[config.mk]
export PLATFORM = sky130hd
export DESIGN_NAME = awa_front
export DESIGN_NICKNAME = d
export VERILOG_FILES = /design/src/sv/awa_pkg.sv /design/src/sv/awa_front.sv
export SDC_FILE = /design/constraint.sdc
export NUM_CORES = 2
export LEC_CHECK = 0
export ABC_AREA = 1
export BUFFER_PORTS_ARGS = -buffer_cell sky130_fd_sc_hd__buf_4
export CAP_MARGIN = 20
export CORE_MARGIN = 2
export CORE_UTILIZATION = 60
export DETAILED_ROUTE_END_ITERATION = 10
export PLACE_DENSITY = 0.79
export SYNTH_ARGS = -nofsm -noshare
export SYNTH_HDL_FRONTEND = slang
export SYNTH_SLANG_ARGS = --single-unit
[constraint.sdc]
create_clock -name clk -period 13.8 [get_ports clk]
set_input_delay 3.45 -clock clk [delete_from_list [all_inputs] [get_ports clk]]
set_output_delay 3.45 -clock clk [all_outputs]
set_load 0.01 [all_outputs]
[src/sv/awa_pkg.sv]
// ----------------------------------------------------------------------------
// awa_pkg
// Shared types, constants and helpers of the inverse affine warp address core.
// ----------------------------------------------------------------------------
package awa_pkg;

  localparam int COORD_BITS = 12;
  localparam int COEF_BITS  = 32;
  localparam int DIM_BITS   = 13;
  // signed coefficient times zero-extended coordinate
  localparam int PROD_BITS  = COEF_BITS + COORD_BITS + 1;
  // two products plus an offset, with headroom
  localparam int SUM_BITS   = PROD_BITS + 2;
  localparam logic [DIM_BITS-1:0] DIM_MAX = DIM_BITS'(1 << COORD_BITS);

  // configuration register indexes
  typedef enum logic [2:0] {
    REG_COEF_XX       = 3'd0,
    REG_COEF_XY       = 3'd1,
    REG_COEF_XT       = 3'd2,
    REG_COEF_YX       = 3'd3,
    REG_COEF_YY       = 3'd4,
    REG_COEF_YT       = 3'd5,
    REG_SOURCE_WIDTH  = 3'd6,
    REG_SOURCE_HEIGHT = 3'd7
  } reg_idx_t;

  typedef struct packed {
    logic [COORD_BITS-1:0] dest_x;
    logic [COORD_BITS-1:0] dest_y;
  } dest_item_t;

  typedef struct packed {
    logic [COORD_BITS-1:0] src_col;
    logic [COORD_BITS-1:0] src_row;
    logic                  inside_res;
  } src_item_t;

  // register file contents seen by the datapath
  typedef struct packed {
    logic signed [COEF_BITS-1:0] coef_xx;
    logic signed [COEF_BITS-1:0] coef_xy;
    logic signed [COEF_BITS-1:0] coef_xt;
    logic signed [COEF_BITS-1:0] coef_yx;
    logic signed [COEF_BITS-1:0] coef_yy;
    logic signed [COEF_BITS-1:0] coef_yt;
    logic [DIM_BITS-1:0]         source_width;
    logic [DIM_BITS-1:0]         source_height;
  } cfg_t;

  // partial products handed from front to back
  typedef struct packed {
    logic signed [PROD_BITS-1:0] p_xx;
    logic signed [PROD_BITS-1:0] p_xy;
    logic signed [PROD_BITS-1:0] p_yx;
    logic signed [PROD_BITS-1:0] p_yy;
  } prod_t;

  // oversize dimensions act as the largest addressable one
  function automatic logic [DIM_BITS-1:0] clamp_dim(input logic [DIM_BITS-1:0] d);
    return (d > DIM_MAX) ? DIM_MAX : d;
  endfunction

endpackage

[src/sv/awa_front.sv]
// ----------------------------------------------------------------------------
// awa_front
// Accepts destination pixels and forms the four coefficient products.
// ----------------------------------------------------------------------------
module awa_front (
  input  logic                clk,
  input  logic                rst,
  input  awa_pkg::cfg_t       cfg,
  input  logic                dest_valid,
  output logic                dest_stall,
  input  awa_pkg::dest_item_t dest,
  output logic                push,
  output awa_pkg::prod_t      push_data,
  input  logic                q_full
);

  logic                                   valid;
  logic signed [awa_pkg::PROD_BITS-1:0]   p_xx;
  logic signed [awa_pkg::PROD_BITS-1:0]   p_xy;
  logic signed [awa_pkg::PROD_BITS-1:0]   p_yx;
  logic signed [awa_pkg::PROD_BITS-1:0]   p_yy;
  logic signed [awa_pkg::COORD_BITS:0]    dx;
  logic signed [awa_pkg::COORD_BITS:0]    dy;
  logic                                   take;

  // handshake: stage frees when the queue takes its item
  assign push       = valid & ~q_full;
  assign dest_stall = valid & q_full;
  assign take       = dest_valid & ~dest_stall;

  // coordinates as non-negative signed operands
  assign dx = $signed({1'b0, dest.dest_x});
  assign dy = $signed({1'b0, dest.dest_y});

  // product register
  always_ff @(posedge clk) begin
    if (rst) begin
      valid <= 1'b0;
    end else if (take) begin
      valid <= 1'b1;
    end else if (push) begin
      valid <= 1'b0;
    end
    if (take) begin
      p_xx <= cfg.coef_xx * dx;
      p_xy <= cfg.coef_xy * dy;
      p_yx <= cfg.coef_yx * dx;
      p_yy <= cfg.coef_yy * dy;
    end
  end

  assign push_data.p_xx = p_xx;
  assign push_data.p_xy = p_xy;
  assign push_data.p_yx = p_yx;
  assign push_data.p_yy = p_yy;

endmodule

==> metrics.yaml <==
fmax_mhz: 114
postSynthAreaPerCell_um2: 7.25
postSynth.asyncResetShare_pct: 0
r2r_setup_slack_ns: 11.11
antenna_found_initial: 21
timing.hold.worst.class: "reg2reg"
synth_seq_area_share_pct: 8.33
outcome: "completed"
global_route.overflow_total: 0
initial_utilization_pct: 60.7
hold_path.startpoint: "valid"
most-common-layout-cells: "inv_1 (3038), nand2_1 (2897), fa_1 (1352), ha_1 (396), buf_4 (345)"
die_width_um: 333
drt_first_pass_iters: 6
maximum_number_of_pins_on_one_net_before_global_route_repair: 70
cts-root-to-sink-buffers: 2
r2r_end: "p_xx[18]"
placed_cells_incl_taps: 10400
clk_latency_ns: 0.55
total_length_of_routed_wires_mm: 179
worstHoldEndpoint: "valid"
synth_enable_flop_cells: 180
count_of_warnings_emitted_by_yosys: 0
layout_setup_ws_ns: 5.00
layoutNonFillerInstCount: 10500
finalWorstPathRequiredPeriod_ns: 8.80
vias: 53700
final.setup_skew_ns: 0.0270
post_route_cells_drive_above_1_share_pct: 4.81
synth_cell_type_count: 25
max_cap_violations: 0
drtAntennaViolNets: 0
netlist_instances: 8982
root_buffer: "clkbuf_16"
cts.htree.levels: 4
ctsResizeCount: 0
setup_violations: 0
post-route-drc-count: 0
arrival_time_of_data_at_the_critical_path_endpoint_ns: 9.06
register_bit_count_reported_by_yosys: 181
nets: 11000
first_iter_violations: 4314
placement_rows: 120
synth_area_um2: 65100
cts-buffers-inserted: 17
wire_per_inst_um: 17.1
coreArea_um2: 107000
worst-slew-pin-transition_ns: 1.08
syn_to_final_growth_pct: 5.94
vias_per_cell: 5.13
required_worst_endpoint_ns: 14.06
mostFrequentLayoutCell: "inv_1"
cts_tree: "built"
height_of_the_chip_um: 333
crit_path_start_kind: "input pin"
cts_post_setup_buffers_inserted: 0
final_hold_viol_count: 0
timing.setup.critical_path_class: "in2reg"
dpl.hpwl_mm: 147
ioPinCount: 428
maxSlewHeadroom_pct: 28.0
post-route-period-util_pct: 63.8
grt_setup_unrepaired: "false"
dieArea_um2: 111000
groute.usage.overall_pct: 33.7
vias_in_the_first_global_route: 56700
fin_worst_hold_slack_ns: 0.483
port-buffer-count: 337
critical_path.reg2reg.startpoint: "valid"
critical_path.endpoint_type: "flop"
global_route_wire_length_before_repair_mm: 293
post_synthesis_net_count: 11000
routabilityCongestion: 0.994
clk_transition_reported_paths_ns: 0.10
synth_top_flop_cell: "edfxtp_1"
holdPathStages: 2
worst-path-max-fanout: 49
clkSinkCount: 181
worstRegToRegCells: 5
post_cts_hold_buffer_count: 0
placement.setup.worst_slack_ns: 4.51
number_of_slew_limit_violations_in_the_final_report: 0
setup_total_negative_slack_ns: 0
stage by stage:
| stage | util [%] | area (um2) |
|---|---|---|
| final | 64.3 | 69000 |
| after floorplan | - | 65100 |
| after detailed placement | 63.7 | 68400 |
| after CTS | 64.2 | 68900 |
| after global routing | 64.3 | 69000 |
| after global placement | 63.7 | 68400 |
critical path: stages:
cell     delay (ns)
buf_4          0.22
buf_4          0.58
nand2_1        0.20
fa_1           0.56
fa_1           0.86
inv_1          0.12
fa_1           0.48
fa_1           0.55
inv_1          0.05
fa_1           0.53
inv_1          0.06
ha_1           0.37
nand2_1        0.12
nor2_1         0.21
nand2_1        0.12
nor2_1         0.18
nand4_1        0.15
nand4_1        0.12
nand2_1        0.12
worst max-delay path by stage:
stage / cells past startpoint / endpoint / startpoint
global placement: 19 / p_xx[42] / dest[13]
floorplan: 3 / p_xx[0] / q_full
detailed placement: 20 / p_xx[44] / dest[13]
CTS: 20 / p_xx[44] / dest[13]
finish: 19 / p_xx[42] / dest[13]
global route: 19 / p_xx[40] / dest[13]
layer usage:
metal / up-vias / wire, um / track usage [%]
li1: 24900 / - / -
met1: 26200 / 71400 / 43.8
met2: 2257 / 86800 / 57.0
met3: 402 / 14400 / 5.30
met4: 6 / 6780 / 12.6
met5: - / 40 / 0
registers in the layout (all words and copies together) (netlist names):
signal / count
p_xx: 45
p_xy: 45
p_yy: 45
valid: 1
p_yx: 45
cell type report:
| class | count | area, um2 |
|---|---|---|
| inverter | 3038 | 11400 |
| clock inverter | 15 | 159 |
| multi-input combinational | 5467 | 47200 |
| clock buffer | 17 | 425 |
| fill | 9431 | 38400 |
| tap | 1403 | 1760 |
| timing repair buffer | 345 | 2590 |
| sequential | 181 | 5430 |
| antenna | 16 | 40.0 |
cell usage after synthesis (13+ instances only):
master    count  area share, %
a21oi_1     106           0.81
buf_1        31           0.18
clkbuf_1    265            1.5
edfxtp_1    180            8.3
fa_1       1352             42
ha_1        396            7.6
inv_1      3038             18
nand2_1    2897             17
nand2_2      28           0.27
nand3_1     154            1.2
nand4_1      55           0.53
nor2_1      320            1.8
nor2_2       18           0.17
o21ai_0      13           0.10
xnor2_1      19           0.26
xor2_1       63           0.85
logic make-up (layout without fill, tap and decap cells):
| kind of cell | count (synthesis) | after routing | synth area share, % |
|---|---|---|---|
| buffers and inverters | 3334 | 3415 | 19.2 |
| AOI/OAI and AO/OA | 140 | 140 | 1.18 |
| and+or+nand+nor | 3497 | 3497 | 21.0 |
| xor gates and xnor gates | 82 | 82 | 1.10 |
| DFF | 181 | 181 | 8.33 |
| adders and majority gates | 1748 | 1748 | 49.2 |
| other | 0 | 16 | 0 |
Power is not shown: default switching activity piles up to over one toggle a cycle in this logic, so the estimate is an artifact.
