## src/sv/awa_pkg.sv

```systemverilog
// ----------------------------------------------------------------------------
// awa_pkg
// Shared types, constants and helpers of the inverse affine warp address core.
// ----------------------------------------------------------------------------
package awa_pkg;

  localparam int COORD_BITS = 12;
  localparam int COEF_BITS  = 32;
  localparam int DIM_BITS   = 13;
  // signed coefficient times zero-extended coordinate
  localparam int PROD_BITS  = COEF_BITS + COORD_BITS + 1;
  // two products plus an offset, with headroom
  localparam int SUM_BITS   = PROD_BITS + 2;
  localparam logic [DIM_BITS-1:0] DIM_MAX = DIM_BITS'(1 << COORD_BITS);

  // configuration register indexes
  typedef enum logic [2:0] {
    REG_COEF_XX       = 3'd0,
    REG_COEF_XY       = 3'd1,
    REG_COEF_XT       = 3'd2,
    REG_COEF_YX       = 3'd3,
    REG_COEF_YY       = 3'd4,
    REG_COEF_YT       = 3'd5,
    REG_SOURCE_WIDTH  = 3'd6,
    REG_SOURCE_HEIGHT = 3'd7
  } reg_idx_t;

  typedef struct packed {
    logic [COORD_BITS-1:0] dest_x;
    logic [COORD_BITS-1:0] dest_y;
  } dest_item_t;

  typedef struct packed {
    logic [COORD_BITS-1:0] src_col;
    logic [COORD_BITS-1:0] src_row;
    logic                  inside_res;
  } src_item_t;

  // register file contents seen by the datapath
  typedef struct packed {
    logic signed [COEF_BITS-1:0] coef_xx;
    logic signed [COEF_BITS-1:0] coef_xy;
    logic signed [COEF_BITS-1:0] coef_xt;
    logic signed [COEF_BITS-1:0] coef_yx;
    logic signed [COEF_BITS-1:0] coef_yy;
    logic signed [COEF_BITS-1:0] coef_yt;
    logic [DIM_BITS-1:0]         source_width;
    logic [DIM_BITS-1:0]         source_height;
  } cfg_t;

  // partial products handed from front to back
  typedef struct packed {
    logic signed [PROD_BITS-1:0] p_xx;
    logic signed [PROD_BITS-1:0] p_xy;
    logic signed [PROD_BITS-1:0] p_yx;
    logic signed [PROD_BITS-1:0] p_yy;
  } prod_t;

  // oversize dimensions act as the largest addressable one
  function automatic logic [DIM_BITS-1:0] clamp_dim(input logic [DIM_BITS-1:0] d);
    return (d > DIM_MAX) ? DIM_MAX : d;
  endfunction

endpackage

```

## src/sv/awa_queue.sv

```systemverilog
// ----------------------------------------------------------------------------
// awa_queue
// Two-entry queue of partial products between the front and the back.
// ----------------------------------------------------------------------------
module awa_queue (
  input  logic           clk,
  input  logic           rst,
  input  logic           push,
  input  awa_pkg::prod_t push_data,
  output logic           full,
  input  logic           pop,
  output logic           q_valid,
  output awa_pkg::prod_t pop_data
);

  awa_pkg::prod_t entry [2];
  logic           wr_ptr;
  logic           rd_ptr;
  logic [1:0]     count;

  assign full     = (count == 2'd2);
  assign q_valid  = (count != 2'd0);
  assign pop_data = entry[rd_ptr];

  // pointers and fill level
  always_ff @(posedge clk) begin
    if (rst) begin
      wr_ptr <= 1'b0;
      rd_ptr <= 1'b0;
      count  <= 2'd0;
    end else begin
      if (push) begin
        wr_ptr <= ~wr_ptr;
      end
      if (pop) begin
        rd_ptr <= ~rd_ptr;
      end
      case ({push, pop})
        2'b10:   count <= count + 2'd1;
        2'b01:   count <= count - 2'd1;
        default: count <= count;
      endcase
    end
    if (push) begin
      entry[wr_ptr] <= push_data;
    end
  end

  // no write into a full queue, no read from an empty one
  assert property (@(posedge clk) disable iff (rst) push |-> !full)
    else $error("awa_queue: push while full");
  assert property (@(posedge clk) disable iff (rst) pop |-> q_valid)
    else $error("awa_queue: pop while empty");
  assert property (@(posedge clk) disable iff (rst) count != 2'd3)
    else $error("awa_queue: fill level out of range");

endmodule

```

## config.mk

```make
export PLATFORM = sky130hd
export DESIGN_NAME = awa_queue
export DESIGN_NICKNAME = d
export VERILOG_FILES = /design/src/sv/awa_pkg.sv /design/src/sv/awa_queue.sv
export SDC_FILE = /design/constraint.sdc
export NUM_CORES = 1
export LEC_CHECK = 0
export ABC_AREA = 1
export BUFFER_PORTS_ARGS = -buffer_cell sky130_fd_sc_hd__buf_2
export CAP_MARGIN = 20
export CORE_MARGIN = 1
export CORE_UTILIZATION = 55
export CTS_CLUSTER_SIZE = 14
export DETAILED_ROUTE_END_ITERATION = 8
export PLACE_DENSITY = 0.83
export SYNTH_ARGS = -nofsm -noshare
export SYNTH_HDL_FRONTEND = slang
export SYNTH_SLANG_ARGS = --single-unit
```

## constraint.sdc

```tcl
create_clock -name clk -period 23.4 [get_ports clk]
set_input_delay 3.51 -clock clk [delete_from_list [all_inputs] [get_ports clk]]
set_output_delay 3.51 -clock clk [all_outputs]
set_load 0.01 [all_outputs]
```

==> qor.csv, run 1 <==
stage,metric,value,unit
critical_path,crit_type,register to output pin,
critical_path,critPathMaxFanout,139,
global_routing,grt_util_met2,0.3678,
place,dp_cells,1267,
die,dieHeight,159.3,µm
finish,nNetsFinal,1167,
drt,first_pass_iters,4,
clock_tree,cts_buffer_depth,3,
clock_tree,cts_resized,0,
finish,final_cells,1339,
clock_tree,clk-insertion-delay-late,510,ps
drt,wl_per_cell,20.11,µm
finish,final_area,16880,µm²
logic_synthesis,synth_nets,778,
sta,rsz0062_at_grt,no,
sta,relSlewSlack,0.2686,
global_routing,use_met1,0.2394,
drt,drt_iter0_markers,532,
pwr,ir_worst_vdd,0.00006482,V
logic_synthesis,syn-instance-count,593,
global_routing,grt_pass1_vias,7120,
die,initial_core_util,0.5598,
clock_tree,clk_transition_reported_paths,60,ps
place,dpl_cell_area,15740,µm²
clock_tree,tritoncts,built,
global_routing,grt_pass1_wl,39900,µm
logic_synthesis,yosysUniqueCellTypes,15,
sta,period_share,0.2681,
outcome,status,"finished, final reports clean",
global_routing,globalRoute.totalOverflow,0,
global_routing,grt_max_degree,140,
pwr,p_per_area,87.01,nW/µm²
sta,fin_worst_skew,9.597,ps
logic_synthesis,synth_area_leaders,"edfxtp_1, mux2_4, mux2_2",
die,die_x,159.3,µm
flow_run,maxCapViolations,0,
sta,worst_pin_slew,1097,ps
critical_path,start_kind,register,
global_routing,grt_use_total,0.2095,
logic_synthesis,ys_seq_area_frac,0.8015,
drt,num_vias,6903,
drt,routed_wl,26920,µm
clock_tree,cts_buffers,37,
logic_synthesis,ys_ff_latch,365,
hold_path,hold_class,register to register,
finish,syn_to_final_growth,23.98,%
die,die_area,25380,µm²
logic_synthesis,syn_area_per_cell,22.96,µm²
critical_path,reg2reg_from,wr_ptr,
critical_path,worstPathRequired,19890,ps
die,io_pins,366,
clock_tree,h-tree-depth,2,
die,coreArea,24320,µm²
finish,fillers,1538,
global_routing,grt.busiest_layer,met2,
sta,fin_crit,6274,ps
finish,layout-drive-gt1-share,0.5980,
place,gp_congestion,0.7712,
clock_tree,hold_buffers,0,
critical_path,cp_slowest_cell,dfxtp_4,
hold_path,hp-start,rd_ptr,
logic_synthesis,netlist_area,13610,µm²
critical_path,critical_path.max_stage_delay,720,ps
sta,report.final.slew_viol_count,0,
sta,finalHoldViolations,0,
sta,fin_tns_setup,0,ps
global_routing,met3_usage,0.06564,
critical_path,worstPathArrival,2760,ps
sta,fmax,159.4,MHz
critical_path,cp_cell_sequence,"buf_12, mux2_2, buf_2",
sta,finalSetupViolations,0,
logic_synthesis,yosys.area.top_type_share,0.7941,
clock_tree,postCtsSetupRepairBufs,0,
logic_synthesis,yosys.area.top_type,edfxtp_1,
finish,post-route-util,0.6940,
drt,drc,0,
global_routing,grt_antenna_before_repair,6,
clock_tree,clkSinkCount,365,
place,portBuffers,365,
place,hpwl,17220,µm
logic_synthesis,yosysWarnings,0,
drt,antenna_left,0,
clock_tree,cts_root_buf,clkbuf_16,
die,rows,57,
critical_path,crit_path_end_kind,output pin,
pwr,power.leakage,6.567,nW
drt,routed_via_density,5.155,
==> worst paths after layout <==
| path | to | slack, ps | depth (start not counted) |
|---|---|---|---|
| worst min register to register | register | 520 | 2 |
| worst min-delay path | register | 520 | 2 |
| worst max-delay path | pop_data[172] | 17130 | 3 |
| worst max register to register | entry[1][168] | 20730 | 3 |
==> placed cells by master, fill, tap and decap left out <==
cell type / instances
a21oi_1: 1
nor3_1: 1
clkinvlp_4: 2
nand2_1: 6
mux2_4: 100
inv_1: 6
nand4_1: 1
diode_2: 5
edfxtp_1: 360
dfxtp_4: 1
inv_6: 2
buf_2: 365
clkinv_2: 6
clkbuf_8: 2
ha_1: 1
o21ai_0: 1
clkbuf_16: 39
clkinv_1: 9
clkbuf_1: 7
mux2_2: 80
dfxtp_1: 4
inv_8: 1
nor2_4: 1
xnor2_1: 1
buf_4: 4
buf_12: 1
nor2_1: 8
==> per-layer routing <==
metal  vias to the layer above  part of all wire
li1                       3132                 -
met1                      3378              0.35
met2                       328              0.52
met3                        63             0.092
met4                         2             0.032
met5                         -           0.00048
==> worst max-delay path, delay by kind of cell (launching register included) <==
kind	cells	cell delay, ps
flip-flops	1	720
buffers and inverters	2	790
multiplexers	1	430
==> registers in the layout, indices dropped and copies added, names as in the netlist, named ones only <==
| name | flops |
|---|---|
| wr_ptr | 1 |
| rd_ptr | 1 |
| entry | 360 |
| count | 2 |
==> cells by family (layout without fill, tap and decap cells) <==
| family | count (synthesis) | in the layout | synth area share |
|---|---|---|---|
| flops | 365 | 365 | 0.8015 |
| compound gates | 2 | 2 | 0.0007346 |
| fa+ha+maj | 1 | 1 | 0.0009190 |
| simple gates | 17 | 17 | 0.004963 |
| mux | 180 | 180 | 0.1765 |
| xor+xnor | 1 | 1 | 0.0006435 |
| other cells | 0 | 5 | 0 |
| buf+inv | 27 | 444 | 0.01480 |
==> power by group <==
group	internal, mW	total, mW	switching, mW
sequential	0.758	0.770	0.0117
clock	0.311	0.541	0.230
combinational	0.0783	0.158	0.0794
==> synth_stat cells <==
cell / count
inv_1: 7
o21ai_0: 1
nor2_1: 9
dfxtp_1: 5
ha_1: 1
buf_6: 12
nand4_1: 1
nor3_1: 1
mux2_4: 100
mux2_2: 80
xnor2_1: 1
buf_2: 8
edfxtp_1: 360
a21oi_1: 1
nand2_1: 6
==> area by class of cell <==
type	instances	area, µm²	area share
inverters	7	31.28	0.001853
diodes	5	12.51	0.0007413
clock inverters	19	98.84	0.005857
repair buffers	370	1877	0.1112
flip-flops and latches	365	10910	0.6467
multi-input cells	201	2509	0.1486
clock buffers	48	1030	0.06101
well taps	324	405.4	0.02402
==> through the flow <==
stage / total power, mW / worst slack, ps / hold slack (ps)
floorplan: 0.8826 / 11570 / 476.4
global placement: 0.9346 / 17510 / 492.6
detailed placement: 0.9406 / 17500 / 501.9
CTS: 1.481 / 17160 / 525.1
global route: 1.516 / 17040 / 555.8
finish: 1.468 / 17130 / 519.6
Power figures use the tool's default switching activity.
==> inputs of run 2 (changes only) <==
CORE_UTILIZATION = 47   (was 55)
PLACE_DENSITY = 0.75   (was 0.83)
clock period = 5.75 ns   (was 23.4 ns; I/O delays follow)
==> qor.csv, run 2 (same netlist as run 1, synthesis figures left out) <==
stage,metric,value,unit
die,dieHeight,172.2,µm
sta,finalSetupViolations,0,
critical_path,worstPathRequired,4890,ps
place,dpl_cell_area,15830,µm²
critical_path,start_kind,register,
clock_tree,h-tree-depth,2,
critical_path,critical_path.max_stage_delay,690,ps
global_routing,grt_pass1_vias,6791,
die,initial_core_util,0.4834,
finish,fillers,2039,
critical_path,crit_type,register to output pin,
drt,num_vias,6813,
pwr,power.leakage,6.589,nW
critical_path,critPathMaxFanout,85,
sta,setup_slack,2502,ps
pwr,p_per_area,354.6,nW/µm²
critical_path,critPathBufInv,2,
clock_tree,cts_buffers,39,
die,die_area,29650,µm²
place,gp_congestion,0.7270,
sta,fin_tns_setup,0,ps
sta,rsz0062_at_grt,no,
clock_tree,cts_resized,0,
critical_path,worstPathArrival,2390,ps
critical_path,crit_family,flip-flops,
sta,report.final.slew_viol_count,0,
die,coreArea,28160,µm²
flow_run,maxCapViolations,0,
finish,layout_common_cells,"buf_2, edfxtp_1, mux2_4",
clock_tree,clkSinkCount,365,
outcome,status,"finished, final reports clean",
drt,routed_wl,26050,µm
sta,fmax,307.9,MHz
finish,syn_to_final_growth,24.99,%
finish,final_area,17020,µm²
critical_path,cp_cell_sequence,"buf_12, mux2_4, buf_2",
finish,top_register,entry,
sta,relSlewSlack,0.2789,
sta,worst_pin_slew,1082,ps
sta,finalHoldViolations,0,
clock_tree,clk_transition_reported_paths,60,ps
clock_tree,clk-insertion-delay-late,510,ps
global_routing,grt_antenna_before_repair,10,
global_routing,globalRoute.totalOverflow,0,
pwr,ir_worst_vdd,0.0002692,V
drt,first_pass_iters,4,
drt,routed_via_density,4.873,
drt,antenna_left,0,
drt,wl_per_cell,18.63,µm
finish,layout-drive-gt1-share,0.6012,
sta,whs,515.5,ps
critical_path,crit_path_end_kind,output pin,
sta,period_share,0.5649,
place,hpwl,17120,µm
global_routing,grt_pass1_wl,36880,µm
clock_tree,hold_buffers,0,
clock_tree,postCtsSetupRepairBufs,0,
die,die_x,172.2,µm
die,io_pins,366,
die,rows,61,
sta,fin_crit,3248,ps
hold_path,hold_class,register to register,
sta,fin_worst_skew,13.67,ps
place,portBuffers,365,
finish,largest_reg_flops,360,
finish,reg_top3,"entry x360, count x2",
global_routing,grt_max_degree,181,
clock_tree,cts_root_buf,clkbuf_16,
drt,drt_iter0_markers,392,
drt,drc,0,
finish,nNetsFinal,1169,
global_routing,grt_use_total,0.1677,
finish,final_common_cell,buf_2,
clock_tree,tritoncts,built,
pwr,total_power,6.034,mW
critical_path,cp_slowest_cell,dfxtp_4,
clock_tree,cts_buffer_depth,3,
place,dp_slack,3018,ps
==> run 2: worst paths after layout <==
| kind | endpoint | slack, ps | cells past startpoint | start |
|---|---|---|---|---|
| worst min register to register | count[1] | 520 | 2 | count[1] |
| worst min-delay path | count[1] | 520 | 2 | count[1] |
| worst max register to register | entry[1][70] | 3570 | 3 | wr_ptr |
| worst max-delay path | pop_data[120] | 2500 | 3 | register |
==> run 2: power breakdown <==
part	switching (mW)	internal (mW)	total, mW	leakage (nW)
combinational	0.320	0.317	0.637	2.60
clock	0.956	1.31	2.27	0.566
sequential	0.0430	3.09	3.13	3.42
==> run 2: final cells by class <==
class                      count  area [µm²]  area share
clock buffer                  49        1023     0.06015
antenna                        7       17.52    0.001029
sequential                   365       10910      0.6414
multi-input combinational    201        2509      0.1474
clock inverter                21       145.1    0.008530
inverter                       7       31.28    0.001838
tap                          378       473.0     0.02780
timing repair buffer         370        1902      0.1118
==> run 2: layer usage <==
metal / track usage / share of wire
met5: 0 / 0.0031
met4: 0.07041 / 0.026
met3: 0.05516 / 0.088
met2: 0.2852 / 0.50
met1: 0.1945 / 0.38
==> run 2: through the flow <==
stage,instances,util
after floorplan,593,-
after CTS,1391,0.6035
after global placement,1321,0.5620
final,1398,0.6042
after global routing,1395,0.6039
after detailed placement,1321,0.5620
==> run 2: tightest hold or removal path, cell delays in order, from the launching register on <==
cell and delay (ps):
dfxtp_1 320, nor2_1 100, nor2_1 50
==> inputs of run 3 (changes only) <==
CORE_UTILIZATION = 52   (was 47)
PLACE_DENSITY = 0.79   (was 0.75)
clock period = 3.05 ns   (was 5.75 ns; I/O delays follow)
==> qor.csv, run 3 (same netlist as run 1, synthesis figures left out) <==
stage,metric,value,unit
outcome,status,"finished, final reports clean",
finish,final_cells,1361,
pwr,power.leakage,6.674,nW
clock_tree,clkSinkCount,365,
sta,fin_crit,2588,ps
hold_path,holdPathStages,1,
sta,worst_pin_slew,611.0,ps
clock_tree,cts_root_buf,clkbuf_16,
global_routing,grt_use_total,0.1941,
clock_tree,postCtsSetupRepairBufs,0,
clock_tree,hold_buffers,0,
sta,period_share,0.8484,
sta,finalHoldViolations,0,
drt,num_vias,6933,
clock_tree,cts_buffer_depth,3,
clock_tree,tritoncts,built,
die,die_area,26830,µm²
critical_path,rr_worst_depth,3,
critical_path,rrSetupSlack,1310,ps
clock_tree,h-tree-depth,2,
critical_path,start_kind,register,
drt,routed_wl,26960,µm
critical_path,r2r-end,entry[1][93],
pwr,p_per_area,668.4,nW/µm²
drt,drt_iter0_markers,472,
die,initial_core_util,0.5360,
sta,fin_worst_skew,15.28,ps
drt,routed_via_density,5.094,
finish,final_area,17150,µm²
critical_path,crit_path_end_kind,output pin,
place,portBuffers,365,
critical_path,worstPathArrival,2130,ps
die,dieHeight,163.8,µm
finish,nNetsFinal,1179,
critical_path,crit_type,register to output pin,
sta,relSlewSlack,0.5918,
place,gp_congestion,0.7515,
finish,layout-drive-gt1-share,0.6022,
place,dp_cells,1284,
global_routing,grt_antenna_before_repair,9,
clock_tree,cts_buffers,38,
sta,fmax,386.4,MHz
finish,final_common_cell,buf_2,
sta,finalSetupViolations,0,
finish,largest_reg_flops,360,
critical_path,reg2reg_from,wr_ptr,
global_routing,grt_pass1_wl,38860,µm
finish,layout_common_cells,"buf_2, edfxtp_1, mux2_4",
die,coreArea,25400,µm²
sta,whs,132.4,ps
die,rows,58,
place,dpl_cell_area,15940,µm²
clock_tree,clk_transition_reported_paths,60,ps
place,hpwl,18160,µm
global_routing,grt_pass1_vias,7172,
finish,reg_top3,"entry x360, count x2",
critical_path,worstPathRequired,2590,ps
die,io_pins,366,
hold_path,hp-start,push_data[163],
drt,antenna_left,0,
sta,report.final.slew_viol_count,0,
global_routing,globalRoute.totalOverflow,0,
critical_path,critPathMaxFanout,37,
drt,first_pass_iters,4,
drt,drc,0,
flow_run,maxCapViolations,0,
finish,syn_to_final_growth,25.97,%
sta,rsz0062_at_grt,no,
global_routing,grt_max_degree,98,
finish,top_register,entry,
clock_tree,cts_resized,0,
hold_path,hold_class,primary input to register,
drt,wl_per_cell,19.81,µm
pwr,ir_worst_vdd,0.0005739,V
clock_tree,clk-insertion-delay-late,500,ps
finish,fillers,1699,
hold_path,whs_endpoint,entry[1][163],
die,die_x,163.8,µm
-- run 3: cell count changes in the layout (fill, tap and decap cells not counted), sizes merged --
cell,previous run,this run
buf,370,381
clkinv,13,15
diode,7,8
clkinvlp,4,2
clkbuf,49,51
inv,10,7
-- run 3: how the worst max path moves through the flow --
stage                     slack (ps)      from      endpoint
after global placement           990  register  pop_data[45]
after floorplan                 -520      push   entry[1][0]
after CTS                        380  register  pop_data[58]
after detailed placement         920  register  pop_data[58]
final                            460  register  pop_data[50]
after global routing             340  register  pop_data[54]
-- run 3: power breakdown --
part	total, mW	internal [mW]	switching, mW
sequential	5.90	5.81	0.0879
combinational	1.24	0.625	0.618
clock	4.32	2.56	1.76
total	11.5	9.00	2.47
-- run 3: stage by stage --
stage	utilization	TNS [ps]	total power, mW	worst slack (ps)
after CTS	0.6743	0	11.58	379.5
after detailed placement	0.6276	0	7.264	920.0
after global routing	0.6748	0	11.85	336.1
final	0.6751	0	11.46	462.3
after global placement	0.6276	0	7.221	992.4
after floorplan	-	-184230	6.739	-522.2
-- run 3: metal layers --
layer	wire, µm	global-route usage	vias to the layer above	part of all wire
met5	41	0	-	0.0015
met4	540	0.06860	6	0.020
met3	2344	0.05833	49	0.087
met2	14190	0.3500	298	0.53
met1	9837	0.2170	3419	0.36
li1	-	-	3161	-
-- run 3: worst max-delay path, stage by stage, from the launching register on --
cell     delay (ps)
dfxtp_4         730
buf_4           370
mux2_2          370
buf_2           140
-- run 3: layout make-up --
type	count	area [µm²]	area share
tap	330	412.9	0.02408
sequential	365	10910	0.6365
timing repair buffer	381	2047	0.1194
clock buffer	51	1074	0.06260
clock inverter	18	112.6	0.006567
antenna	8	20.02	0.001167
inverter	7	42.54	0.002481
multi-input combinational	201	2525	0.1472
