==> config.mk <==
export PLATFORM = sky130hd
export DESIGN_NAME = awa_back
export DESIGN_NICKNAME = d
export VERILOG_FILES = /design/src/sv/awa_pkg.sv /design/src/sv/awa_back.sv
export SDC_FILE = /design/constraint.sdc
export NUM_CORES = 1
export LEC_CHECK = 0
export BUFFER_PORTS_ARGS = -buffer_cell sky130_fd_sc_hd__buf_2
export CAP_MARGIN = 30
export CORE_AREA = 3 3 167 169
export CTS_BUF_LIST = sky130_fd_sc_hd__clkbuf_16
export CTS_CLUSTER_DIAMETER = 200
export CTS_CLUSTER_SIZE = 12
export DETAILED_ROUTE_END_ITERATION = 10
export DIE_AREA = 0 0 170 172
export GPL_ROUTABILITY_DRIVEN = 0
export GPL_TIMING_DRIVEN = 0
export PLACE_DENSITY = 0.74
export SYNTH_ARGS = -nofsm -noshare
export SYNTH_HDL_FRONTEND = slang
export SYNTH_SLANG_ARGS = --single-unit
==> constraint.sdc <==
create_clock -name clk -period 11.71 [get_ports clk]
set_clock_uncertainty 0.1 [all_clocks]
set_input_delay 1.7565 -clock clk [delete_from_list [all_inputs] [get_ports clk]]
set_output_delay 1.7565 -clock clk [all_outputs]
set_load 0.05 [all_outputs]
==> src/sv/awa_pkg.sv <==
// ----------------------------------------------------------------------------
// awa_pkg
// Shared types, constants and helpers of the inverse affine warp address core.
// ----------------------------------------------------------------------------
package awa_pkg;

  localparam int COORD_BITS = 12;
  localparam int COEF_BITS  = 32;
  localparam int DIM_BITS   = 13;
  // signed coefficient times zero-extended coordinate
  localparam int PROD_BITS  = COEF_BITS + COORD_BITS + 1;
  // two products plus an offset, with headroom
  localparam int SUM_BITS   = PROD_BITS + 2;
  localparam logic [DIM_BITS-1:0] DIM_MAX = DIM_BITS'(1 << COORD_BITS);

  // configuration register indexes
  typedef enum logic [2:0] {
    REG_COEF_XX       = 3'd0,
    REG_COEF_XY       = 3'd1,
    REG_COEF_XT       = 3'd2,
    REG_COEF_YX       = 3'd3,
    REG_COEF_YY       = 3'd4,
    REG_COEF_YT       = 3'd5,
    REG_SOURCE_WIDTH  = 3'd6,
    REG_SOURCE_HEIGHT = 3'd7
  } reg_idx_t;

  typedef struct packed {
    logic [COORD_BITS-1:0] dest_x;
    logic [COORD_BITS-1:0] dest_y;
  } dest_item_t;

  typedef struct packed {
    logic [COORD_BITS-1:0] src_col;
    logic [COORD_BITS-1:0] src_row;
    logic                  inside_res;
  } src_item_t;

  // register file contents seen by the datapath
  typedef struct packed {
    logic signed [COEF_BITS-1:0] coef_xx;
    logic signed [COEF_BITS-1:0] coef_xy;
    logic signed [COEF_BITS-1:0] coef_xt;
    logic signed [COEF_BITS-1:0] coef_yx;
    logic signed [COEF_BITS-1:0] coef_yy;
    logic signed [COEF_BITS-1:0] coef_yt;
    logic [DIM_BITS-1:0]         source_width;
    logic [DIM_BITS-1:0]         source_height;
  } cfg_t;

  // partial products handed from front to back
  typedef struct packed {
    logic signed [PROD_BITS-1:0] p_xx;
    logic signed [PROD_BITS-1:0] p_xy;
    logic signed [PROD_BITS-1:0] p_yx;
    logic signed [PROD_BITS-1:0] p_yy;
  } prod_t;

  // oversize dimensions act as the largest addressable one
  function automatic logic [DIM_BITS-1:0] clamp_dim(input logic [DIM_BITS-1:0] d);
    return (d > DIM_MAX) ? DIM_MAX : d;
  endfunction

endpackage

==> src/sv/awa_back.sv <==
// ----------------------------------------------------------------------------
// awa_back
// Sums the products, tests the bounds and holds the result for the consumer.
// ----------------------------------------------------------------------------
module awa_back #(
  parameter int FRAC_BITS = 16
) (
  input  logic               clk,
  input  logic               rst,
  input  awa_pkg::cfg_t      cfg,
  input  logic               q_valid,
  input  awa_pkg::prod_t     pop_data,
  output logic               pop,
  output logic               src_valid,
  input  logic               src_stall,
  output awa_pkg::src_item_t src
);

  localparam int SW = awa_pkg::SUM_BITS;
  localparam int CB = awa_pkg::COORD_BITS;

  logic signed [SW-1:0]             sx;
  logic signed [SW-1:0]             sy;
  logic signed [SW-1:0]             lim_x;
  logic signed [SW-1:0]             lim_y;
  logic [awa_pkg::DIM_BITS-1:0]     dim_x;
  logic [awa_pkg::DIM_BITS-1:0]     dim_y;
  logic                             in_x;
  logic                             in_y;
  logic                             in_src;
  awa_pkg::src_item_t               res;

  // affine sums, exact
  assign sx = SW'(pop_data.p_xx) + SW'(pop_data.p_xy) + SW'(cfg.coef_xt);
  assign sy = SW'(pop_data.p_yx) + SW'(pop_data.p_yy) + SW'(cfg.coef_yt);

  // last valid column and row in fixed point
  assign dim_x = awa_pkg::clamp_dim(cfg.source_width);
  assign dim_y = awa_pkg::clamp_dim(cfg.source_height);
  assign lim_x = $signed(SW'(dim_x - awa_pkg::DIM_BITS'(1)) << FRAC_BITS);
  assign lim_y = $signed(SW'(dim_y - awa_pkg::DIM_BITS'(1)) << FRAC_BITS);

  // bounds test
  assign in_x   = (dim_x != '0) && !sx[SW-1] && (sx <= lim_x);
  assign in_y   = (dim_y != '0) && !sy[SW-1] && (sy <= lim_y);
  assign in_src = in_x & in_y;

  assign res.src_col    = in_src ? sx[FRAC_BITS +: CB] : '0;
  assign res.src_row    = in_src ? sy[FRAC_BITS +: CB] : '0;
  assign res.inside_res = in_src;

  // output register frees when the consumer takes its item
  assign pop = q_valid & (~src_valid | ~src_stall);

  always_ff @(posedge clk) begin
    if (rst) begin
      src_valid <= 1'b0;
    end else if (pop) begin
      src_valid <= 1'b1;
    end else if (!src_stall) begin
      src_valid <= 1'b0;
    end
    if (pop) begin
      src <= res;
    end
  end

  // an outside point always reads as black at the origin
  assert property (@(posedge clk) disable iff (rst)
      src_valid && !src.inside_res |-> src.src_col == '0 && src.src_row == '0)
    else $error("awa_back: outside result with nonzero coordinates");

endmodule

==> results.json, run 1 <==
{
  "die_w_um": 170,
  "nets": 2164,
  "slew_viol_final": 0,
  "design_area_sq_um": 12280,
  "clk_latency_ps": 250,
  "yosys_warnings": 0,
  "cp-end-kind": "flip-flop",
  "cap_violations": 0,
  "clk_path_buf_depth": 2,
  "tightest_slew_ps": 1021,
  "fin_crit_ps": 8905,
  "setup_tns_ps": 0,
  "cts_buffers": 3,
  "synth_nets": 1856,
  "start_util_pct": 38.19,
  "first_pass_iters": 5,
  "netlist_area_sq_um": 10210,
  "drive_gt1_share_pct": 22.32,
  "h-tree-depth": 1,
  "ys_seq_elements": 26,
  "core_sq_um": 26730,
  "tritoncts": "yes",
  "power_leakage_nw": 5.690,
  "cts_root_buffer": "clkbuf_16",
  "ioPinCount": 429,
  "wirelength_mm": 31.42,
  "setup_viol": 0,
  "power.density_nw_per_um2": 123.3,
  "hp-class": "flip-flop to flip-flop",
  "syn_inst": 1207,
  "cts_resized": 0,
  "yosys.cell_types.count": 79,
  "grt_pass1_vias": 10030,
  "setup_ws_ps": 2805,
  "post-route-period-util_pct": 76.04,
  "path_class": "input port to flip-flop",
  "yosysTopAreaCell": "ha_1",
  "die_area_sq_um": 29240,
  "startpoint_type": "input port",
  "worst_ep_arrival_time_ps": 8830,
  "place_area_sq_um": 12170,
  "drc": 0,
  "max_freq_ghz": 0.1123,
  "initialDrtViolationCount": 766,
  "grt_overflow_total": 0,
  "syn2layout_area_growth_pct": 20.26,
  "synth_top_area_share_pct": 19.00,
  "vdd_drop_max_mv": 0.07166,
  "io_buffer_count": 300,
  "num_rows": 60,
  "async_flop_share_pct": 0,
  "synth.area.top_cells": "ha_1 (19%), fa_1 (18%), edfxtp_1 (7.4%)",
  "ant_nets": 0,
  "dpl.hpwl_mm": 27.96,
  "avgSynthCellArea_sq_um": 8.457,
  "antenna_found_initial": 10,
  "vias": 10600,
  "yosysSeqAreaShare_pct": 7.551,
  "pre_cts_ws_ps": 2075,
  "final_core_utilization_pct": 45.93,
  "die_h_um": 172,
  "maxSlewHeadroom_pct": 31.82,
  "synth_top_flop_cell": "edfxtp_1",
  "fillCellCount": 2660,
  "synth_edf_count": 25,
  "crit_fanout": 7,
  "cts_setup_buffers": 0,
  "grt_max_degree": 19,
  "clock_sinks": 26,
  "rsz0062_at_grt": "false",
  "crit_required_ps": 11640,
  "grt_pass1_wl_mm": 48.16,
  "path_clk_slew_ps": 70,
  "grt_usage_pct": 20.08,
  "hold_violations": 0,
  "wl_per_cell_um": 16.87,
  "outcome": "completed",
  "viasPerCell": 5.695,
  "ctsHoldBuffers": 0
}
-- state kept, by name (all words and copies together), names as in the netlist --
register,count
src_valid,1
src,25
-- cell families (layout without fill, tap and decap cells) --
logic type,Yosys count,in the layout,share of synthesized area (%)
compound gates,382,382,25.01
xor+xnor,70,70,6.006
fa+ha+maj,247,247,37.04
buf+inv,93,400,3.567
flops,26,26,7.551
mux,6,6,0.6006
other cells,0,7,0
simple gates,383,383,20.23
-- where the power goes --
| part | switching (W) | internal (W) | total (W) |
|---|---|---|---|
| registers | 0.00000511 | 0.000125 | 0.000130 |
| logic | 0.000782 | 0.000527 | 0.00131 |
| clock network | 0.0000292 | 0.0000456 | 0.0000748 |
-- layout by cell type, fill, tap and decap left out, drive strengths merged, types with 5 or more instances in the layout --
cell     count
a21o        67
a31oi       22
o21bai      17
a211oi      11
o22ai        5
a2111oi     11
diode        7
and2         6
xor2        26
o21ai       63
nand3       29
and3        21
nor2        77
nor3        54
and4         7
a21oi      104
edfxtp      25
o211ai       6
nand2b      19
buf        305
xnor2       44
nand2       79
nor4        12
o21a        10
or2          8
nand4       20
mux2i        5
fa          92
nor3b        8
clkbuf      29
or3          9
inv         65
nor2b       19
o2111ai      8
ha         155
o31ai       11
-- synth_stat cells, drive strengths merged, types with 9 or more instances --
master   instances
a2111oi         11
a211oi          11
a21o            67
a21oi          104
a31oi           22
and3            21
clkbuf          26
edfxtp          25
fa              92
ha             155
inv             65
nand2           79
nand2b          19
nand3           29
nand4           20
nor2            77
nor2b           19
nor3            54
nor4            12
o21a            10
o21ai           63
o21bai          17
o31ai           11
or3              9
xnor2           44
xor2            26
-- per-stage QoR --
step / power (W) / hold WS (ps) / instances
final: 0.001513 / 441.1 / 1862
after global routing: 0.001675 / 461.5 / 1859
after global placement: 0.001385 / 389.6 / 1848
after detailed placement: 0.001425 / 434.0 / 1850
after floorplan: 0.001084 / 637.6 / 1207
after CTS: 0.001507 / 442.5 / 1854
-- worst max-delay path, cell delays in order --
cell	delay (ps)
buf_2	110
fa_1	470
ha_1	250
inv_1	80
fa_1	210
nor2b_1	70
o31a_1	300
o311ai_1	430
a21o_1	240
nand2_1	160
a311oi_1	680
nor3_1	210
nor4_1	240
a211oi_1	90
ha_1	310
nand2_1	80
or2_1	240
or4_1	600
or4_4	580
a2111oi_4	240
o2111ai_1	180
a2111oi_2	490
o22ai_2	330
nor4b_2	480
-- metal layers --
| layer | up-vias | track usage (%) | share of wire, % |
|---|---|---|---|
| met5 | - | 0 | 0.19 |
| met3 | 48 | 2.469 | 7.2 |
| met2 | 448 | 34.27 | 45 |
| li1 | 5169 | - | - |
| met1 | 4929 | 27.42 | 45 |
| met4 | 10 | 4.374 | 2.1 |
-- area by class of cell --
type	instances	area, sq um	area share, %
diodes	7	17.52	0.1427
plain buffers	28	120.1	0.9785
well taps	341	426.7	3.476
flip-flops and latches	26	770.7	6.279
clock inverters	1	3.754	0.03058
multi-input cells	1088	9076	73.94
inverters	65	244.0	1.988
clock buffers	3	75.07	0.6116
repair buffers	303	1541	12.56
-- worst paths after layout --
check                  from         to  slack (ps)  cells after the start
setup / recovery    cfg[27]    src[10]        2810                     24
hold / removal    src_valid  src_valid         440                      2
setup reg to reg  src_valid     src[3]       10160                      2
hold reg to reg   src_valid  src_valid         440                      2
(Power assumes the default switching activity.)
==> inputs of run 2 (changes only) <==
- ABC_AREA: not set -> 1
- CORE_AREA: 3 3 167 169 -> 3 3 168 170
- DIE_AREA: 0 0 170 172 -> 0 0 171 173
- PLACE_DENSITY: 0.74 -> 0.79
- clock period: 11.71 -> 8.45 ns (I/O delays scaled with it)
==> results.json, run 2 <==
{
  "insertedDiodeCount": 0,
  "slowest_delay_ps": 550,
  "vias": 12620,
  "initialDrtViolationCount": 848,
  "rsz0062_at_grt": "false",
  "hold_violations": 0,
  "ctsHoldBuffers": 0,
  "crit_top_cell": "nand2_1",
  "startpoint_type": "input port",
  "die_h_um": 173,
  "die_w_um": 171,
  "crit_start": "cfg[27]",
  "start_util_pct": 43.18,
  "r2r-end": "src[4]",
  "final_cell_mix": "nand2_1 (459), buf_2 (301), inv_1 (249)",
  "reg_top3": "src: 25 flops, src_valid: 1 flops",
  "core_sq_um": 26880,
  "tightest_slew_ps": 927.7,
  "synth.most_common_cell": "nand2_1",
  "grt_usage_pct": 23.20,
  "drive_gt1_share_pct": 19.02,
  "grt_overflow_total": 0,
  "critPathTopFamily": "simple AND/OR/NAND/NOR gates",
  "design_area_sq_um": 13650,
  "avgSynthCellArea_sq_um": 6.624,
  "synth_edf_count": 25,
  "grt_pass1_wl_mm": 57.14,
  "syn2layout_area_growth_pct": 17.62,
  "path_class": "input port to flip-flop",
  "netlist_area_sq_um": 11600,
  "clock_sinks": 26,
  "viasPerCell": 5.267,
  "clk_latency_ps": 270,
  "crit_required_ps": 8490,
  "ant_nets": 0,
  "synth_top_area_share_pct": 16.71,
  "cp-end-kind": "flip-flop",
  "grt_pass1_vias": 12340,
  "drc": 0,
  "yosys.cell_types.count": 48,
  "r2r_start": "src_valid",
  "setup_viol": 0,
  "min_from": "src_valid",
  "cts_root_buffer": "clkbuf_16",
  "cts_resized": 0,
  "first_pass_iters": 6,
  "crit_fanout": 10,
  "path_buf_inv": 5,
  "regMostFlops": "src",
  "outcome": "completed",
  "slew_viol_final": 0,
  "wl_per_cell_um": 14.88,
  "antenna_found_initial": 0,
  "power_leakage_nw": 7.081,
  "power.density_nw_per_um2": 170.6,
  "tritoncts": "yes",
  "yosys_warnings": 0,
  "dpl.hpwl_mm": 31.96,
  "vdd_drop_max_mv": 0.07304,
  "yosysSeqAreaShare_pct": 6.642,
  "die_area_sq_um": 29580,
  "nets": 2706,
  "cts_buffers": 3,
  "path_clk_slew_ps": 70,
  "async_flop_share_pct": 0,
  "post-route-period-util_pct": 71.54,
  "worstHoldEndpoint": "src_valid",
  "wirelength_mm": 35.68,
  "clk_path_buf_depth": 2,
  "maxSlewHeadroom_pct": 38.02,
  "worst_ep_arrival_time_ps": 6080,
  "ioPinCount": 429,
  "synth_commonest_cells": "nand2_1 (459), inv_1 (249), nor2_1 (199)",
  "place_area_sq_um": 13540,
  "cap_violations": 0,
  "rrSetupSlack_ps": 6870,
  "cpMaxStageDelayCell": "fa_1",
  "syn_inst": 1752,
  "yosysTopAreaCell": "ha_1",
  "fin_hold_ws_ps": 409.9,
  "grt_max_degree": 27,
  "final_common_cell": "nand2_1",
  "max_freq_ghz": 0.1654,
  "crit_cells": 30,
  "synth.area.top_cells": "ha_1 (17%), fa_1 (16%), nand2_1 (15%)",
  "fin_crit_ps": 6045,
  "ys_seq_elements": 26,
  "h-tree-depth": 1,
  "hp-class": "flip-flop to flip-flop",
  "io_buffer_count": 300,
  "final_core_utilization_pct": 50.79,
  "hold_path_depth": 2,
  "synth_top_flop_cell": "edfxtp_1",
  "setup_tns_ps": 0,
  "reg2reg_depth": 1,
  "synth_nets": 2401,
  "num_rows": 60,
  "largest_register_ffs": 25,
  "cts_setup_buffers": 0
}
==> run 2: changes by cell type in the layout (fill, tap and decap cells not counted), moves of 21 or more <==
cell	previous run	this run
nand2_1	79	459
inv_1	64	249
nor2_1	77	199
nand3_1	29	90
a21o_1	67	11
clkbuf_1	26	0
a21oi_1	103	128
nor2_4	0	23
xor2_1	26	49
o21ai_1	24	3
xnor2_1	44	23
==> run 2: stage by stage <==
stage | power, W | std cells | worst slack [ps]
floorplan | 0.001608 | 1752 | 3194
global placement | 0.002095 | 2393 | 2302
detailed placement | 0.002142 | 2393 | 2174
CTS | 0.002305 | 2397 | 2433
global route | 0.002583 | 2397 | 2113
finish | 0.002328 | 2397 | 2405
==> run 2: area by class of cell <==
class | count | area [sq um]
repair buffers | 300 | 1501
well taps | 341 | 426.7
plain buffers | 4 | 56.30
multi-input cells | 1460 | 9806
clock inverters | 1 | 30.03
fillers | 2639 | 13230
inverters | 262 | 983.4
flip-flops and latches | 26 | 770.7
clock buffers | 3 | 75.07
==> run 2: cell families after synthesis <==
group           after synthesis  share of synthesized area, %
compound gates              265                         13.12
flops                        26                         6.642
simple gates                876                         33.26
xor+xnor                     72                         5.434
fa+ha+maj                   247                         32.58
buf+inv                     266                         8.960
==> run 2: worst max path at each step <==
stage | end
finish | src[10]
global route | src[10]
CTS | src[10]
detailed placement | src[10]
global placement | src[3]
floorplan | src[2]
==> run 2: metal layers <==
metal  vias up  GRT usage (%)  share of wire, %
met1      5671          29.59                41
met3        73          2.241               8.2
met2       559          41.37                48
met4         0          6.606               2.6
li1       6321              -                 -
met5         -              0                 0
==> run 2: power by group <==
group,internal [W],switching [W],total [W]
combinational,0.000714,0.00129,0.00201
sequential,0.000164,0.0000110,0.000175
clock,0.0000946,0.0000511,0.000146
total,0.000973,0.00136,0.00233
==> inputs of run 3 (changes only) <==
- clock period: 8.45 -> 5.92 ns (I/O delays scaled with it)
==> results.json, run 3 (synthesis gave the netlist of run 2 again) <==
{
  "setup_tns_ps": 0,
  "syn2layout_area_growth_pct": 17.62,
  "grt_pass1_vias": 12340,
  "grt_pass1_wl_mm": 57.14,
  "h-tree-depth": 1,
  "vias": 12610,
  "dpl.hpwl_mm": 31.96,
  "cpMaxStageDelayCell": "fa_1",
  "die_area_sq_um": 29580,
  "fillCellCount": 2639,
  "first_pass_iters": 6,
  "pre_cts_ws_ps": 23.35,
  "wl_per_cell_um": 14.89,
  "path_class": "input port to flip-flop",
  "placed_cells": 2393,
  "final_common_cell": "nand2_1",
  "power.density_nw_per_um2": 243.7,
  "maxSlewHeadroom_pct": 38.01,
  "start_util_pct": 43.18,
  "fin_crit_ps": 5504,
  "ant_nets": 0,
  "viasPerCell": 5.262,
  "finalPower_w": 0.003326,
  "slew_viol_final": 0,
  "ioPinCount": 429,
  "cts_buffers": 3,
  "core_sq_um": 26880,
  "path_clk_slew_ps": 70,
  "setup_viol": 0,
  "cap_violations": 0,
  "post-route-period-util_pct": 92.98,
  "grt_usage_pct": 23.20,
  "min_from": "src_valid",
  "vdd_drop_max_mv": 0.1041,
  "tritoncts": "yes",
  "cts_root_buffer": "clkbuf_16",
  "ctsHoldBuffers": 0,
  "path_buf_inv": 5,
  "regMostFlops": "src",
  "largest_register_ffs": 25,
  "die_w_um": 171,
  "nets": 2706,
  "wirelength_mm": 35.69,
  "setup_ws_ps": 415.5,
  "final_core_utilization_pct": 50.79,
  "crit_top_cell": "nand2_1",
  "hold_violations": 0,
  "die_h_um": 173,
  "startpoint_type": "input port",
  "crit_start": "cfg[27]",
  "antenna_found_initial": 0,
  "slowest_delay_ps": 550,
  "crit_fanout": 10,
  "worst_ep_arrival_time_ps": 5540,
  "critPathTopFamily": "simple AND/OR/NAND/NOR gates",
  "initialDrtViolationCount": 848,
  "insertedDiodeCount": 0,
  "max_freq_ghz": 0.1817,
  "power_leakage_nw": 7.081,
  "outcome": "completed",
  "final_cell_mix": "nand2_1 (459), buf_2 (301), inv_1 (249)",
  "tightest_slew_ps": 927.8,
  "num_rows": 60,
  "drc": 0,
  "clk_path_buf_depth": 2,
  "grt_max_degree": 27,
  "drive_gt1_share_pct": 19.02,
  "grt_overflow_total": 0,
  "reg_top3": "src: 25 flops, src_valid: 1 flops",
  "r2r_start": "src_valid",
  "crit_required_ps": 5960,
  "clk_latency_ps": 270,
  "rsz0062_at_grt": "false",
  "io_buffer_count": 300,
  "cp-end-kind": "flip-flop",
  "clock_sinks": 26,
  "hp-class": "flip-flop to flip-flop",
  "finalNonFillerCells": 2397
}
[run 3: changes by cell type in the layout (fill, tap and decap cells not counted)]
cell / delta
o21ai_0: -2
o21ai_1: +2
[run 3: repair_timing]
item | 4_1_cts | 5_1_grt
setup endpoints to repair | 0 | 19
buffers inserted | 0 | 0
resized for setup | 0 | 2
[run 3: stage by stage]
stage                     hold WS, ps  instance area, sq um
after floorplan                 571.0                 11600
after global placement          351.5                 13530
after detailed placement        399.7                 13540
after CTS                       414.7                 13650
after global routing            453.4                 13650
final                           409.9                 13650
[run 3: cell type report]
class | count | area [sq um] | area share (%)
tap | 341 | 426.7 | 3.126
buffer | 4 | 56.30 | 0.4125
multi-input combinational | 1460 | 9806 | 71.84
clock inverter | 1 | 30.03 | 0.2200
inverter | 262 | 983.4 | 7.205
sequential | 26 | 770.7 | 5.647
clock buffer | 3 | 75.07 | 0.5500
timing repair buffer | 300 | 1501 | 11.00
[run 3: per-layer routing]
layer | GRT usage (%) | wire length [um] | vias up | part of all wire (%)
met2 | 41.37 | 17020 | 558 | 48
met1 | 29.59 | 14670 | 5654 | 41
met4 | 6.606 | 956 | 0 | 2.7
met5 | 0 | 0 | - | 0
li1 | - | - | 6326 | -
met3 | 2.241 | 3050 | 75 | 8.5
[run 3: where the power goes]
| part | internal, W | switching [W] |
|---|---|---|
| clock | 0.000135 | 0.0000730 |
| combinational | 0.00102 | 0.00185 |
| sequential | 0.000235 | 0.0000158 |
| total | 0.00139 | 0.00194 |
[run 3: worst min-delay path, delay by kind of cell, from the launching register on]
| family | cells | cell delay, ps |
|---|---|---|
| AOI/OAI and AO/OA | 1 | 50 |
| DFF | 1 | 350 |
| and+or+nand+nor | 1 | 70 |
[run 3: final timing paths]
check	slack, ps	depth (start not counted)	end
worst max-delay path	420	30	src[10]
worst min register to register	410	2	src_valid
worst max register to register	4340	1	src[4]
worst min-delay path	410	2	src_valid
